`config.mk`:
```
export PLATFORM = sky130hd
export DESIGN_NAME = charge_energy_integrator_core_flat
export DESIGN_NICKNAME = d
export VERILOG_FILES = /design/src/rtl/cei_pkg.sv /design/src/rtl/cei_sample_if.sv /design/src/rtl/cei_result_if.sv /design/src/rtl/cei_serial_mul.sv /design/src/rtl/cei_serial_div.sv /design/src/rtl/charge_energy_integrator_core.sv /design/src/flat_wrapper.sv
export SDC_FILE = /design/constraint.sdc
export NUM_CORES = 2
export LEC_CHECK = 0
export BUFFER_PORTS_ARGS = -buffer_cell sky130_fd_sc_hd__buf_2
export CAP_MARGIN = 40
export CORE_ASPECT_RATIO = 1.2
export CORE_MARGIN = 4
export CORE_UTILIZATION = 68
export DETAILED_ROUTE_END_ITERATION = 10
export PLACE_DENSITY_LB_ADDON = 0.1
export REMOVE_ABC_BUFFERS = 1
export SLEW_MARGIN = 20
export SYNTH_ARGS = -nofsm -noshare
export SYNTH_HDL_FRONTEND = slang
export SYNTH_SLANG_ARGS = --single-unit
```
`constraint.sdc`:
```
create_clock -name clk -period 12.3 [get_ports clk]
set_input_delay 2.46 -clock clk [delete_from_list [all_inputs] [get_ports clk]]
set_output_delay 2.46 -clock clk [all_outputs]
set_load 0.02 [all_outputs]
```
`src/rtl/cei_pkg.sv`:
```
// Package for the charge and energy integrator: shared types and constants.
// Used by the serial arithmetic units and the top level; depends on nothing.

package cei_pkg;

	// Width of the divider's partial remainder. Both divisors stay below 2^42.
	localparam int unsigned REM_W = 43;

	// uA*ms in one uAh, and uA*uV*ms in one uWh.
	localparam logic [REM_W-1:0] UAH_DIV = 43'd3600000;
	localparam logic [REM_W-1:0] UWH_DIV = 43'd3600000000000;

	// Stored charge remainder width (magnitude below 3.6e6).
	localparam int unsigned CREM_W = 23;

	// Status that a serial unit reports back to the sequencer.
	typedef struct packed {
		logic busy;
		logic done;
	} unit_stat_t;

endpackage

```
`src/rtl/cei_sample_if.sv`:
```
// Request channel that carries one sample into the integrator.
// Valid/ready handshake; no package dependency.

interface cei_sample_if;
	logic               valid;
	logic               ready;
	logic        [31:0] now_ms;
	logic signed [31:0] cur_ua;
	logic        [26:0] vbus_uv;
	logic               meas_ok;

	modport source (output valid, output now_ms, output cur_ua,
		output vbus_uv, output meas_ok, input ready);
	modport sink (input valid, input now_ms, input cur_ua,
		input vbus_uv, input meas_ok, output ready);
endinterface

```
`src/rtl/cei_result_if.sv`:
```
// Request channel that carries the two running totals out of the integrator.
// Valid/ready handshake; no package dependency.

interface cei_result_if;
	logic               valid;
	logic               ready;
	logic signed [63:0] charge_uah;
	logic signed [63:0] energy_uwh;

	modport source (output valid, output charge_uah, output energy_uwh, input ready);
	modport sink (input valid, input charge_uah, input energy_uwh, output ready);
endinterface

```
`src/rtl/cei_serial_mul.sv`:
```
// Shift-and-add multiplier: 64-bit multiplicand by 32-bit multiplier, mod 2^64,
// one multiplier bit per cycle. Depends on cei_pkg for the status struct.

module cei_serial_mul (
	input  logic              clk,
	input  logic              arst_n,
	input  logic              start,
	input  logic [63:0]       mcand,
	input  logic [31:0]       mplier,
	output logic [63:0]       product,
	output cei_pkg::unit_stat_t stat
);

	logic        busy_q;
	logic        done_q;
	logic [4:0]  cnt_q;
	logic [63:0] a_q;
	logic [31:0] b_q;
	logic [63:0] acc_q;

	always_ff @(posedge clk or negedge arst_n) begin
		if (!arst_n) begin
			busy_q <= 1'b0;
			done_q <= 1'b0;
			cnt_q  <= '0;
		end else begin
			done_q <= 1'b0;
			if (start) begin
				busy_q <= 1'b1;
				cnt_q  <= '0;
			end else if (busy_q) begin
				cnt_q <= cnt_q + 5'd1;
				if (cnt_q == 5'd31) begin
					busy_q <= 1'b0;
					done_q <= 1'b1;
				end
			end
		end
	end

	always_ff @(posedge clk) begin
		if (start) begin
			a_q   <= mcand;
			b_q   <= mplier;
			acc_q <= '0;
		end else if (busy_q) begin
			if (b_q[0]) begin
				acc_q <= acc_q + a_q;
			end
			a_q <= {a_q[62:0], 1'b0};
			b_q <= {1'b0, b_q[31:1]};
		end
	end

	assign product   = acc_q;
	assign stat.busy = busy_q;
	assign stat.done = done_q;

endmodule

```
`src/rtl/cei_serial_div.sv`:
```
// Restoring divider: signed 64-bit dividend by one of two constant divisors,
// one quotient bit per cycle, truncating toward zero. Depends on cei_pkg.

module cei_serial_div (
	input  logic                             clk,
	input  logic                             arst_n,
	input  logic                             start,
	input  logic                             sel_energy,
	input  logic [63:0]                      dividend,
	output logic [63:0]                      quotient,
	output logic [cei_pkg::REM_W-1:0]        remainder,
	output cei_pkg::unit_stat_t              stat
);

	logic                      busy_q;
	logic                      fix_q;
	logic                      done_q;
	logic [5:0]                cnt_q;
	logic                      neg_q;
	logic                      sel_q;
	logic [63:0]               dq_q;
	logic [cei_pkg::REM_W-1:0] r_q;
	logic [63:0]               quo_q;
	logic [cei_pkg::REM_W-1:0] rem_q;

	logic [cei_pkg::REM_W-1:0] divisor;
	logic [cei_pkg::REM_W-1:0] trial;
	logic                      fits;

	assign divisor = sel_q ? cei_pkg::UWH_DIV : cei_pkg::UAH_DIV;
	assign trial   = {r_q[cei_pkg::REM_W-2:0], dq_q[63]};
	assign fits    = (trial >= divisor);

	always_ff @(posedge clk or negedge arst_n) begin
		if (!arst_n) begin
			busy_q <= 1'b0;
			fix_q  <= 1'b0;
			done_q <= 1'b0;
			cnt_q  <= '0;
		end else begin
			done_q <= 1'b0;
			if (start) begin
				busy_q <= 1'b1;
				fix_q  <= 1'b0;
				cnt_q  <= '0;
			end else if (busy_q && fix_q) begin
				busy_q <= 1'b0;
				fix_q  <= 1'b0;
				done_q <= 1'b1;
			end else if (busy_q) begin
				cnt_q <= cnt_q + 6'd1;
				if (cnt_q == 6'd63) begin
					fix_q <= 1'b1;
				end
			end
		end
	end

	always_ff @(posedge clk) begin
		if (start) begin
			neg_q <= dividend[63];
			sel_q <= sel_energy;
			dq_q  <= dividend[63] ? (64'd0 - dividend) : dividend;
			r_q   <= '0;
		end else if (busy_q && fix_q) begin
			// Quotient and remainder both take the sign of the dividend.
			quo_q <= neg_q ? (64'd0 - dq_q) : dq_q;
			rem_q <= neg_q ? ({cei_pkg::REM_W{1'b0}} - r_q) : r_q;
		end else if (busy_q) begin
			r_q  <= fits ? (trial - divisor) : trial;
			dq_q <= {dq_q[62:0], fits};
		end
	end

	assign quotient  = quo_q;
	assign remainder = rem_q;
	assign stat.busy = busy_q;
	assign stat.done = done_q;

endmodule

```
`src/rtl/charge_energy_integrator_core.sv`:
```
// Coulomb counter and energy meter. An item with a valid sample and a nonzero
// elapsed time takes three passes of the bit-serial multiplier (current
// times elapsed time, current times voltage, that product times elapsed time)
// and two passes of the restoring divider (by 3.6e6 for uAh and 3.6e12 for
// uWh); the uAh division comes before the second multiply. An item with zero
// elapsed time or an invalid sample skips them and goes to the output step.
// One item is worked at a time; a new request is taken only while the
// sequencer is idle, but a finished result may still wait in the output
// register while the next request is accepted.
// Elapsed time is the modulo-2^32 difference of the request's timestamp and
// the stored last update time. Products and sums wrap in 64-bit two's
// complement, division truncates toward zero, and the remainders keep the sign
// of their dividends. Every request returns both totals.
// Depends on cei_pkg, cei_sample_if, cei_result_if, cei_serial_mul and
// cei_serial_div.

module charge_energy_integrator_core (
	input  logic         clk,
	input  logic         arst_n,
	cei_sample_if.sink   sample,
	cei_result_if.source result
);

	typedef enum logic [8:0] {
		ST_IDLE  = 9'b000000001,
		ST_C_MUL = 9'b000000010,
		ST_C_DGO = 9'b000000100,
		ST_C_DIV = 9'b000001000,
		ST_P_MUL = 9'b000010000,
		ST_E_MUL = 9'b000100000,
		ST_E_DGO = 9'b001000000,
		ST_E_DIV = 9'b010000000,
		ST_OUT   = 9'b100000000
	} state_t;

	state_t state_q;

	// Architectural state.
	logic        [31:0]                last_q;
	logic        [cei_pkg::CREM_W-1:0] crem_q;
	logic        [cei_pkg::REM_W-1:0]  erem_q;
	logic        [63:0]                ctot_q;
	logic        [63:0]                etot_q;

	// Per-request working registers.
	logic        [31:0] cur_q;
	logic        [26:0] volt_q;
	logic        [31:0] dt_q;
	logic        [63:0] dividend_q;

	// Output register.
	logic               out_valid_q;
	logic        [63:0] out_charge_q;
	logic        [63:0] out_energy_q;
	logic               out_load;

	logic        [31:0] dt;
	logic               accept;

	logic               mul_start;
	logic        [63:0] mul_mcand;
	logic        [31:0] mul_mplier;
	logic        [63:0] mul_product;
	cei_pkg::unit_stat_t mul_stat;

	logic               div_start;
	logic        [63:0] div_quo;
	logic [cei_pkg::REM_W-1:0] div_rem;
	cei_pkg::unit_stat_t div_stat;

	assign dt           = sample.now_ms - last_q;
	assign sample.ready = (state_q == ST_IDLE);
	assign accept       = sample.valid && sample.ready;

	// The output register is loaded in the output step once it is free or
	// its current result leaves in the same cycle.
	assign out_load = (state_q == ST_OUT) && (!out_valid_q || result.ready);

	// The multiplier is launched from three places; each picks its operands.
	always_comb begin
		mul_start  = 1'b0;
		mul_mcand  = {{32{sample.cur_ua[31]}}, sample.cur_ua};
		mul_mplier = dt;
		unique case (state_q)
			ST_IDLE: begin
				mul_start = accept && sample.meas_ok && (dt != 32'd0);
			end
			ST_C_DIV: begin
				mul_start  = div_stat.done;
				mul_mcand  = {{32{cur_q[31]}}, cur_q};
				mul_mplier = {5'd0, volt_q};
			end
			ST_P_MUL: begin
				mul_start  = mul_stat.done;
				mul_mcand  = mul_product;
				mul_mplier = dt_q;
			end
			default: begin
				mul_start = 1'b0;
			end
		endcase
	end

	assign div_start = (state_q == ST_C_DGO) || (state_q == ST_E_DGO);

	cei_serial_mul u_mul (
		.clk     (clk),
		.arst_n  (arst_n),
		.start   (mul_start),
		.mcand   (mul_mcand),
		.mplier  (mul_mplier),
		.product (mul_product),
		.stat    (mul_stat)
	);

	cei_serial_div u_div (
		.clk        (clk),
		.arst_n     (arst_n),
		.start      (div_start),
		.sel_energy (state_q == ST_E_DGO),
		.dividend   (dividend_q),
		.quotient   (div_quo),
		.remainder  (div_rem),
		.stat       (div_stat)
	);

	// Sequencer and architectural state.
	always_ff @(posedge clk or negedge arst_n) begin
		if (!arst_n) begin
			state_q     <= ST_IDLE;
			last_q      <= '0;
			crem_q      <= '0;
			erem_q      <= '0;
			ctot_q      <= '0;
			etot_q      <= '0;
			out_valid_q <= 1'b0;
		end else begin
			if (out_load) begin
				out_valid_q <= 1'b1;
			end else if (result.ready) begin
				out_valid_q <= 1'b0;
			end
			unique case (state_q)
				ST_IDLE: begin
					if (accept) begin
						if (dt != 32'd0) begin
							last_q <= sample.now_ms;
						end
						state_q <= mul_start ? ST_C_MUL : ST_OUT;
					end
				end
				ST_C_MUL: begin
					if (mul_stat.done) begin
						state_q <= ST_C_DGO;
					end
				end
				ST_C_DGO: begin
					state_q <= ST_C_DIV;
				end
				ST_C_DIV: begin
					if (div_stat.done) begin
						ctot_q  <= ctot_q + div_quo;
						crem_q  <= div_rem[cei_pkg::CREM_W-1:0];
						state_q <= ST_P_MUL;
					end
				end
				ST_P_MUL: begin
					if (mul_stat.done) begin
						state_q <= ST_E_MUL;
					end
				end
				ST_E_MUL: begin
					if (mul_stat.done) begin
						state_q <= ST_E_DGO;
					end
				end
				ST_E_DGO: begin
					state_q <= ST_E_DIV;
				end
				ST_E_DIV: begin
					if (div_stat.done) begin
						etot_q  <= etot_q + div_quo;
						erem_q  <= div_rem;
						state_q <= ST_OUT;
					end
				end
				ST_OUT: begin
					// Load the output register once the previous result is gone.
					if (out_load) begin
						state_q <= ST_IDLE;
					end
				end
				default: begin
					state_q <= ST_IDLE;
				end
			endcase
		end
	end

	// Working and output payload registers.
	always_ff @(posedge clk) begin
		if (accept) begin
			cur_q  <= sample.cur_ua;
			volt_q <= sample.vbus_uv;
			dt_q   <= dt;
		end
		if ((state_q == ST_C_MUL) && mul_stat.done) begin
			dividend_q <= {{(64-cei_pkg::CREM_W){crem_q[cei_pkg::CREM_W-1]}}, crem_q}
				+ mul_product;
		end
		if ((state_q == ST_E_MUL) && mul_stat.done) begin
			dividend_q <= {{(64-cei_pkg::REM_W){erem_q[cei_pkg::REM_W-1]}}, erem_q}
				+ mul_product;
		end
		if (out_load) begin
			out_charge_q <= ctot_q;
			out_energy_q <= etot_q;
		end
	end

	assign result.valid      = out_valid_q;
	assign result.charge_uah = out_charge_q;
	assign result.energy_uwh = out_energy_q;

	// The two serial units never run at the same time.
	a_units_exclusive: assert property (@(posedge clk) disable iff (!arst_n)
		!(mul_stat.busy && div_stat.busy))
		else $error("multiplier and divider busy together");

	// A request with zero elapsed time leaves the stored time alone.
	a_zero_dt_keeps_time: assert property (@(posedge clk) disable iff (!arst_n)
		(accept && (dt == 32'd0)) |=> ($stable(last_q) && (state_q == ST_OUT)))
		else $error("zero elapsed time changed state");

	// The multiplier only reports completion to a state that waits for it.
	a_mul_done_state: assert property (@(posedge clk) disable iff (!arst_n)
		mul_stat.done |-> ((state_q == ST_C_MUL) || (state_q == ST_P_MUL)
			|| (state_q == ST_E_MUL)))
		else $error("multiplier done outside a multiply state");

	// The stored charge remainder stays below one uAh in magnitude.
	a_crem_bound: assert property (@(posedge clk) disable iff (!arst_n)
		($signed({{(cei_pkg::REM_W-cei_pkg::CREM_W){crem_q[cei_pkg::CREM_W-1]}}, crem_q})
			< $signed(cei_pkg::UAH_DIV))
		&& ($signed({{(cei_pkg::REM_W-cei_pkg::CREM_W){crem_q[cei_pkg::CREM_W-1]}}, crem_q})
			> -$signed(cei_pkg::UAH_DIV)))
		else $error("charge remainder out of range");

	// A result that has been taken is followed by a fresh one only from the output step.
	a_out_load: assert property (@(posedge clk) disable iff (!arst_n)
		$rose(out_valid_q) |-> ($past(state_q) == ST_OUT))
		else $error("output loaded outside the output step");

endmodule
```
`src/flat_wrapper.sv`:
```
// flat-port wrapper written by rule: the top's interface ports become plain ports
module charge_energy_integrator_core_flat 
  (clk, arst_n, sample_valid, sample_now_ms, sample_cur_ua, sample_vbus_uv, sample_meas_ok, sample_ready, result_valid, result_charge_uah, result_energy_uwh, result_ready);
  cei_sample_if sample_i ();
  cei_result_if result_i ();
  input  logic clk;
  input  logic arst_n;
  input wire logic [$bits(sample_i.valid)-1:0] sample_valid;
  input wire logic [$bits(sample_i.now_ms)-1:0] sample_now_ms;
  input wire logic [$bits(sample_i.cur_ua)-1:0] sample_cur_ua;
  input wire logic [$bits(sample_i.vbus_uv)-1:0] sample_vbus_uv;
  input wire logic [$bits(sample_i.meas_ok)-1:0] sample_meas_ok;
  output wire logic [$bits(sample_i.ready)-1:0] sample_ready;
  output wire logic [$bits(result_i.valid)-1:0] result_valid;
  output wire logic [$bits(result_i.charge_uah)-1:0] result_charge_uah;
  output wire logic [$bits(result_i.energy_uwh)-1:0] result_energy_uwh;
  input wire logic [$bits(result_i.ready)-1:0] result_ready;
  assign sample_i.valid = sample_valid;
  assign sample_i.now_ms = sample_now_ms;
  assign sample_i.cur_ua = sample_cur_ua;
  assign sample_i.vbus_uv = sample_vbus_uv;
  assign sample_i.meas_ok = sample_meas_ok;
  assign sample_ready = sample_i.ready;
  assign result_valid = result_i.valid;
  assign result_charge_uah = result_i.charge_uah;
  assign result_energy_uwh = result_i.energy_uwh;
  assign result_i.ready = result_ready;
  charge_energy_integrator_core u_core (.clk(clk), .arst_n(arst_n), .sample(sample_i), .result(result_i));
endmodule
```
# Yosys cells after proc, flatten, opt, wreduce, memory -nomap -nowiden

Index checks and enable logic that the tools add are counted.

Register bits: 911
Input bits: 96
Output and inout port bits: 130
Logic and storage cells: 137

Bitwise logic cells: 2
Order comparisons: 1
Add/sub/neg operators: 12
Multiplexer cells: 47
Reductions and logical operators: 27
Eq/ne operators: 19

Operators with widths:

| operator                                                              | number |
|---|---|
| 64-bit two-way mux                                                    | 9 |
| 64-bit adder                                                          | 5 |
| 64-bit one-hot mux with 2 select lines                                | 1 |
| 1-bit by 64-bit subtractor with 64-bit output, first input constant   | 2 |
| 43-bit two-way mux                                                    | 2 |
| 9-bit one-hot mux with 9 select lines                                 | 1 |
| 9-bit two-way mux                                                     | 8 |
| 32-bit two-way mux                                                    | 2 |
| 32-bit one-hot mux with 2 select lines                                | 1 |
| 43-bit >= comparator                                                  | 1 |
| 1-bit by 43-bit subtractor with 43-bit output, first input constant   | 1 |
| 43-bit subtractor                                                     | 1 |
| 42-bit two-way mux                                                    | 1 |
| 32-bit nonzero test                                                   | 1 |
| 32-bit subtractor                                                     | 1 |
| 6-bit two-way mux                                                     | 3 |
| 1-bit two-way mux                                                     | 16 |
| 2-bit AND reduction                                                   | 7 |
| 2-bit != test, second input constant                                  | 6 |
| 5-bit two-way mux                                                     | 2 |
| 2-bit nonzero test                                                    | 5 |
| 9-bit by 1-bit equality test with 1-bit output, second input constant | 1 |
| 9-bit by 2-bit equality test with 1-bit output, second input constant | 1 |
| 9-bit by 3-bit equality test with 1-bit output, second input constant | 1 |
| 19 further kinds                                                      | 29 |

# Longest topological paths before layout

Word-level depth: 8
Depth in mapped cells: 23
Mapped depth without buffers: 21

# Modules after synthesis

From an unflattened synthesis, not the netlist that was laid out.

Cell total of the unflattened synthesis: 5537
Area, all modules: 55159.2 µm²

Modules (own cells, without submodules):

| module                        | cells an instance | instances | area an instance (µm²) | seq. area each (µm²) |
|---|---|---|---|---|
| charge_energy_integrator_core | 3200              | 1         | 31910.6                | 14405.1 |
| cei_serial_div                | 1291              | 1         | 12954.9                | 6281.0 |
| cei_serial_mul                | 1046              | 1         | 10293.6                | 4339.2 |

# Worst setup path before layout

Ideal clock, no wire load.

Path kind: input -> register
From: input sample_valid
To: register u_core.u_mul.a_q[0], enable pin
Buffers on the path: 1
Path slack: 3798 ps
Arrival time: 8044 ps
Required time: 11842 ps
Cell stages on the path: 8
Setup time: 458 ps
Cells stage by stage: and2_1 -> clkbuf_1 -> nand2_1 -> inv_1 -> o311ai_0 -> o22a_1 -> and2_1 -> nand2_1

Longest elaborated chain between the ends: 5

Ends and longest elaborated chain:

| element                               | RTL line                            | text |
|---|---|---|
| start, declared                       | flat_wrapper.sv:8                   | `input wire logic [$bits(sample_i.valid)-1:0] sample_valid;` |
| 1-bit logical AND                     | charge_energy_integrator_core.sv:73 | `assign accept = sample.valid && sample.ready;` |
| via u_core.accept                     | charge_energy_integrator_core.sv:58 | `logic accept;` |
| 1-bit logical AND (2 in series)       | charge_energy_integrator_core.sv:86 | `mul_start = accept && sample.meas_ok && (dt != 32'd0);` |
| 1-bit one-hot mux with 3 select lines | charge_energy_integrator_core.sv:84 | `unique case (state_q)` |
| 2-bit nonzero test (no line)          | --                                  |  |
| end signal, assigned                  | cei_serial_mul.sv:43                | `a_q <= mcand;` |
| end signal, assigned                  | cei_serial_mul.sv:50                | `a_q <= {a_q[62:0], 1'b0};` |
| end, declared                         | cei_serial_mul.sv:17                | `logic [63:0] a_q;` |

The timed path passes the listed nets, and every way through them passes these cells.
A chain may end at the register's enable or synchronous reset.

# Worst setup path after layout

From: input sample_now_ms[0]
To: register u_core.u_mul.b_q[12], enable pin

Longest elaborated chain between the ends: 5

Ends and longest elaborated chain:

| element                               | RTL line                            | text |
|---|---|---|
| start, declared                       | flat_wrapper.sv:9                   | `input wire logic [$bits(sample_i.now_ms)-1:0] sample_now_ms;` |
| 32-bit subtractor                     | charge_energy_integrator_core.sv:71 | `assign dt = sample.now_ms - last_q;` |
| 32-bit nonzero test                   | charge_energy_integrator_core.sv:86 |  |
| 1-bit logical AND                     | charge_energy_integrator_core.sv:86 |  |
| 1-bit one-hot mux with 3 select lines | charge_energy_integrator_core.sv:84 |  |
| 2-bit nonzero test (no line)          | --                                  |  |
| end signal, assigned                  | cei_serial_mul.sv:44                | `b_q <= mplier;` |
| end signal, assigned                  | cei_serial_mul.sv:51                | `b_q <= {1'b0, b_q[31:1]};` |
| end, declared                         | cei_serial_mul.sv:18                | `logic [31:0] b_q;` |

Every way passes these cells.

==> impl_metrics.toml <==
[run_status]
status = "finished, final reports clean"

[clock_network]
cts_resized = 0
clkTransAtPathRegs_ns = 0.06
postCtsSetupRepairBufs = 0
cts.path.max_buffers = 3
cts-buffers-inserted = 91
insertion_delay_ns = 0.66
cts_num_sinks = 911
htreeDepth = 3
postCtsHoldBufs = 0
cts_tree = "yes"
clockRootBuffer = "clkbuf_16"

[cells_and_area]
finalNonFillerCells = 6720
fin_nets = 6017
finish.utilization_pct = 75.7
drive_above_1_share_pct = 11.2
area_delta_synth_final_pct = 10.3
final.fill_count = 5479

[placed_design]
place_inst = 6534
hpwl_mm = 93.4
gp_congestion = 0.978
io_buffers = 225

[routing]
drt_iter0_drc = 3856
dr.pass1.iters = 6
wl_per_cell_um = 19.4
vias_per_cell = 6.22
vias = 41800
route.detailed.drc = 0
wl_mm = 130
ant_nets = 0

[worst_setup_path]
cp-end-kind = "register"
crit_arrival_ns = 7.49
path_class = "in2reg"
required_ns = 12.60
critPathMaxFanout = 56
critPathLaunchType = "input pin"

[grt]
grtUsageTotal_pct = 30.4
grt_pass1_vias = 40300
grt_pass1_wl_mm = 208
grt-ovfl-total = 0
antenna_found_initial = 10
grt_max_degree = 82

[sta]
max_slew_margin_pct = 33.4
slew_viol_final = 0
period_needed_ns = 7.19
clock_skew_ns = 0.0192
setup_viol = 0
worst-slew-pin-transition_ns = 0.973
setup_tns_ns = 0
hold_violations = 0
period_share_pct = 58.5
rsz0062_at_grt = "false"
clock.fmax_ghz = 0.139

[floorplan]
die-width_um = 264
ios = 226
dieArea_um2 = 83200
initial_core_util_pct = 68.6
rows = 112
core-area_um2 = 77900
die_y_um = 315

[logic_synthesis]
ys.warnings.count = 0
synthDistinctLibCells = 84
yosysTopAreaCellShare_pct = 31.0
ys_seq_elements = 911
ys.flop_type = "edfxtp_1"
ys_top_cells_by_area = "edfxtp_1 (31%), dfrtp_1 (12%), ha_1 (7.2%), nand2_1 (7.1%), xnor2_1 (4.8%)"
yosysSeqAreaShare_pct = 46.8
yosysTopAreaCell = "edfxtp_1"
synth_area_um2 = 53500
syn_inst = 5484
avgSynthCellArea_um2 = 9.75
synthArstFlopShare_pct = 27.7
synth_edf_count = 552

[pwr]
vdd_ir_drop_max_v = 0.000209
power_leakage_nw = 25.6
power_density_nw_per_um2 = 212

[worst_hold_path]
min_path_type = "reg2reg"

[job]
maxCapViolations = 0
==> per-stage QoR <==
step                instance area [um^2]  total power, W  setup WS, ns  hold WS [ns]
floorplan                          52500         0.00823          1.27         0.422
global placement                   55300         0.00918          3.88         0.430
detailed placement                 55500         0.00935          4.53         0.438
CTS                                58800          0.0124          5.19         0.458
global route                       59000          0.0133          4.83         0.493
finish                             59000          0.0125          5.11         0.457
==> routing by layer <==
| layer | wire (um) | track usage (%) |
|---|---|---|
| met1 | 54100 | 39.0 |
| met2 | 64000 | 53.5 |
| met3 | 7490 | 4.32 |
| met4 | 4510 | 10.2 |
| met5 | 71 | 0 |
==> worst max-delay path, stage by stage <==
cell and delay (ns):
buf_2 0.09, inv_1 0.04, ha_1 0.21, fa_1 0.40, nor2b_1 0.19, o2111ai_1 0.21, a31oi_1 0.32, o31ai_1 0.15
buf_2 0.19, o31ai_1 0.43, o21ai_0 0.17, a2111oi_0 0.39, nor4b_1 0.48, and4_1 0.32, o22a_1 0.24, and2_1 0.29
nand2_4 0.38, buf_4 0.49
==> cells by family after synthesis <==
logic type | after synthesis | synth area share [%]
mux | 150 | 3.12
compound gates | 1486 | 17.5
flops | 911 | 46.8
fa+ha+maj | 311 | 7.35
simple gates | 1790 | 15.1
buf+inv | 388 | 2.79
xor+xnor | 448 | 7.34
==> placed cells by master (no fill, tap or decap), types with 44 or more instances in the layout <==
cell type  count
a21o_1       185
buf_2        226
or3_1         53
nand4_1       58
inv_1        137
nor2_1       250
dfrtp_1      251
o21ai_0      426
ha_1         306
nor3_1        61
clkbuf_16     95
a22oi_1       62
edfxtp_1     552
o31ai_1       73
a21oi_1      359
o21a_1        44
mux2_2       128
xnor2_1      291
nand2b_1      55
a31oi_1       45
dfxtp_1      107
nand2_1     1000
xor2_1       157
nand3_1       77
==> power breakdown <==
part,internal [W],switching (W),total (W)
clock,0.00182,0.00123,0.00306
sequential,0.00416,0.000585,0.00474
combinational,0.00199,0.00271,0.00470
total,0.00797,0.00452,0.0125
==> final cells by class <==
type                            instances  area (um^2)  area share, %
Multi-Input combinational cell       4185        27100           45.9
Clock inverter                         58          798           1.35
Antenna cell                            5         12.5         0.0212
Sequential cell                       911        25000           42.4
Timing Repair Buffer                  282         1770           3.00
Inverter                              139          522          0.884
Clock buffer                          114         2520           4.27
Tap cell                             1026         1280           2.18
==> registers in the layout, indices dropped and copies added (netlist names), 43 cells and up <==
name	flops
u_core.ctot_q	64
u_core.dividend_q	64
u_core.erem_q	43
u_core.etot_q	64
u_core.result.charge_uah	64
u_core.result.energy_uwh	64
u_core.u_div.dq_q	64
u_core.u_div.quotient	64
u_core.u_div.r_q	43
u_core.u_div.remainder	43
u_core.u_mul.a_q	64
u_core.u_mul.product	64
==> worst paths after layout <==
check	from	endpoint	slack [ns]	cells past startpoint
worst max-delay path	sample_now_ms[0]	u_core.u_mul.b_q[12]	5.11	18
worst min-delay path	u_core.u_div.remainder[34]	u_core.erem_q[34]	0.46	2
worst max register to register	u_core.state_q[4]	u_core.dividend_q[63]	5.67	21
worst min register to register	u_core.u_div.remainder[34]	u_core.erem_q[34]	0.46	2
max in group asynchronous	arst_n	u_core.ctot_q[57]	9.26	2
min in group asynchronous	arst_n	u_core.etot_q[9]	1.78	1
==> cell usage after synthesis, drive strengths merged (62+ instances only) <==
cell,number
a21o,185
a21oi,360
a22oi,62
clkbuf,236
dfrtp,251
dfxtp,107
edfxtp,552
ha,306
inv,138
mux2,129
nand2,1005
nand3,77
nor2,253
o21ai,429
o31ai,73
xnor2,291
xor2,157
(Power assumes the default switching activity.)
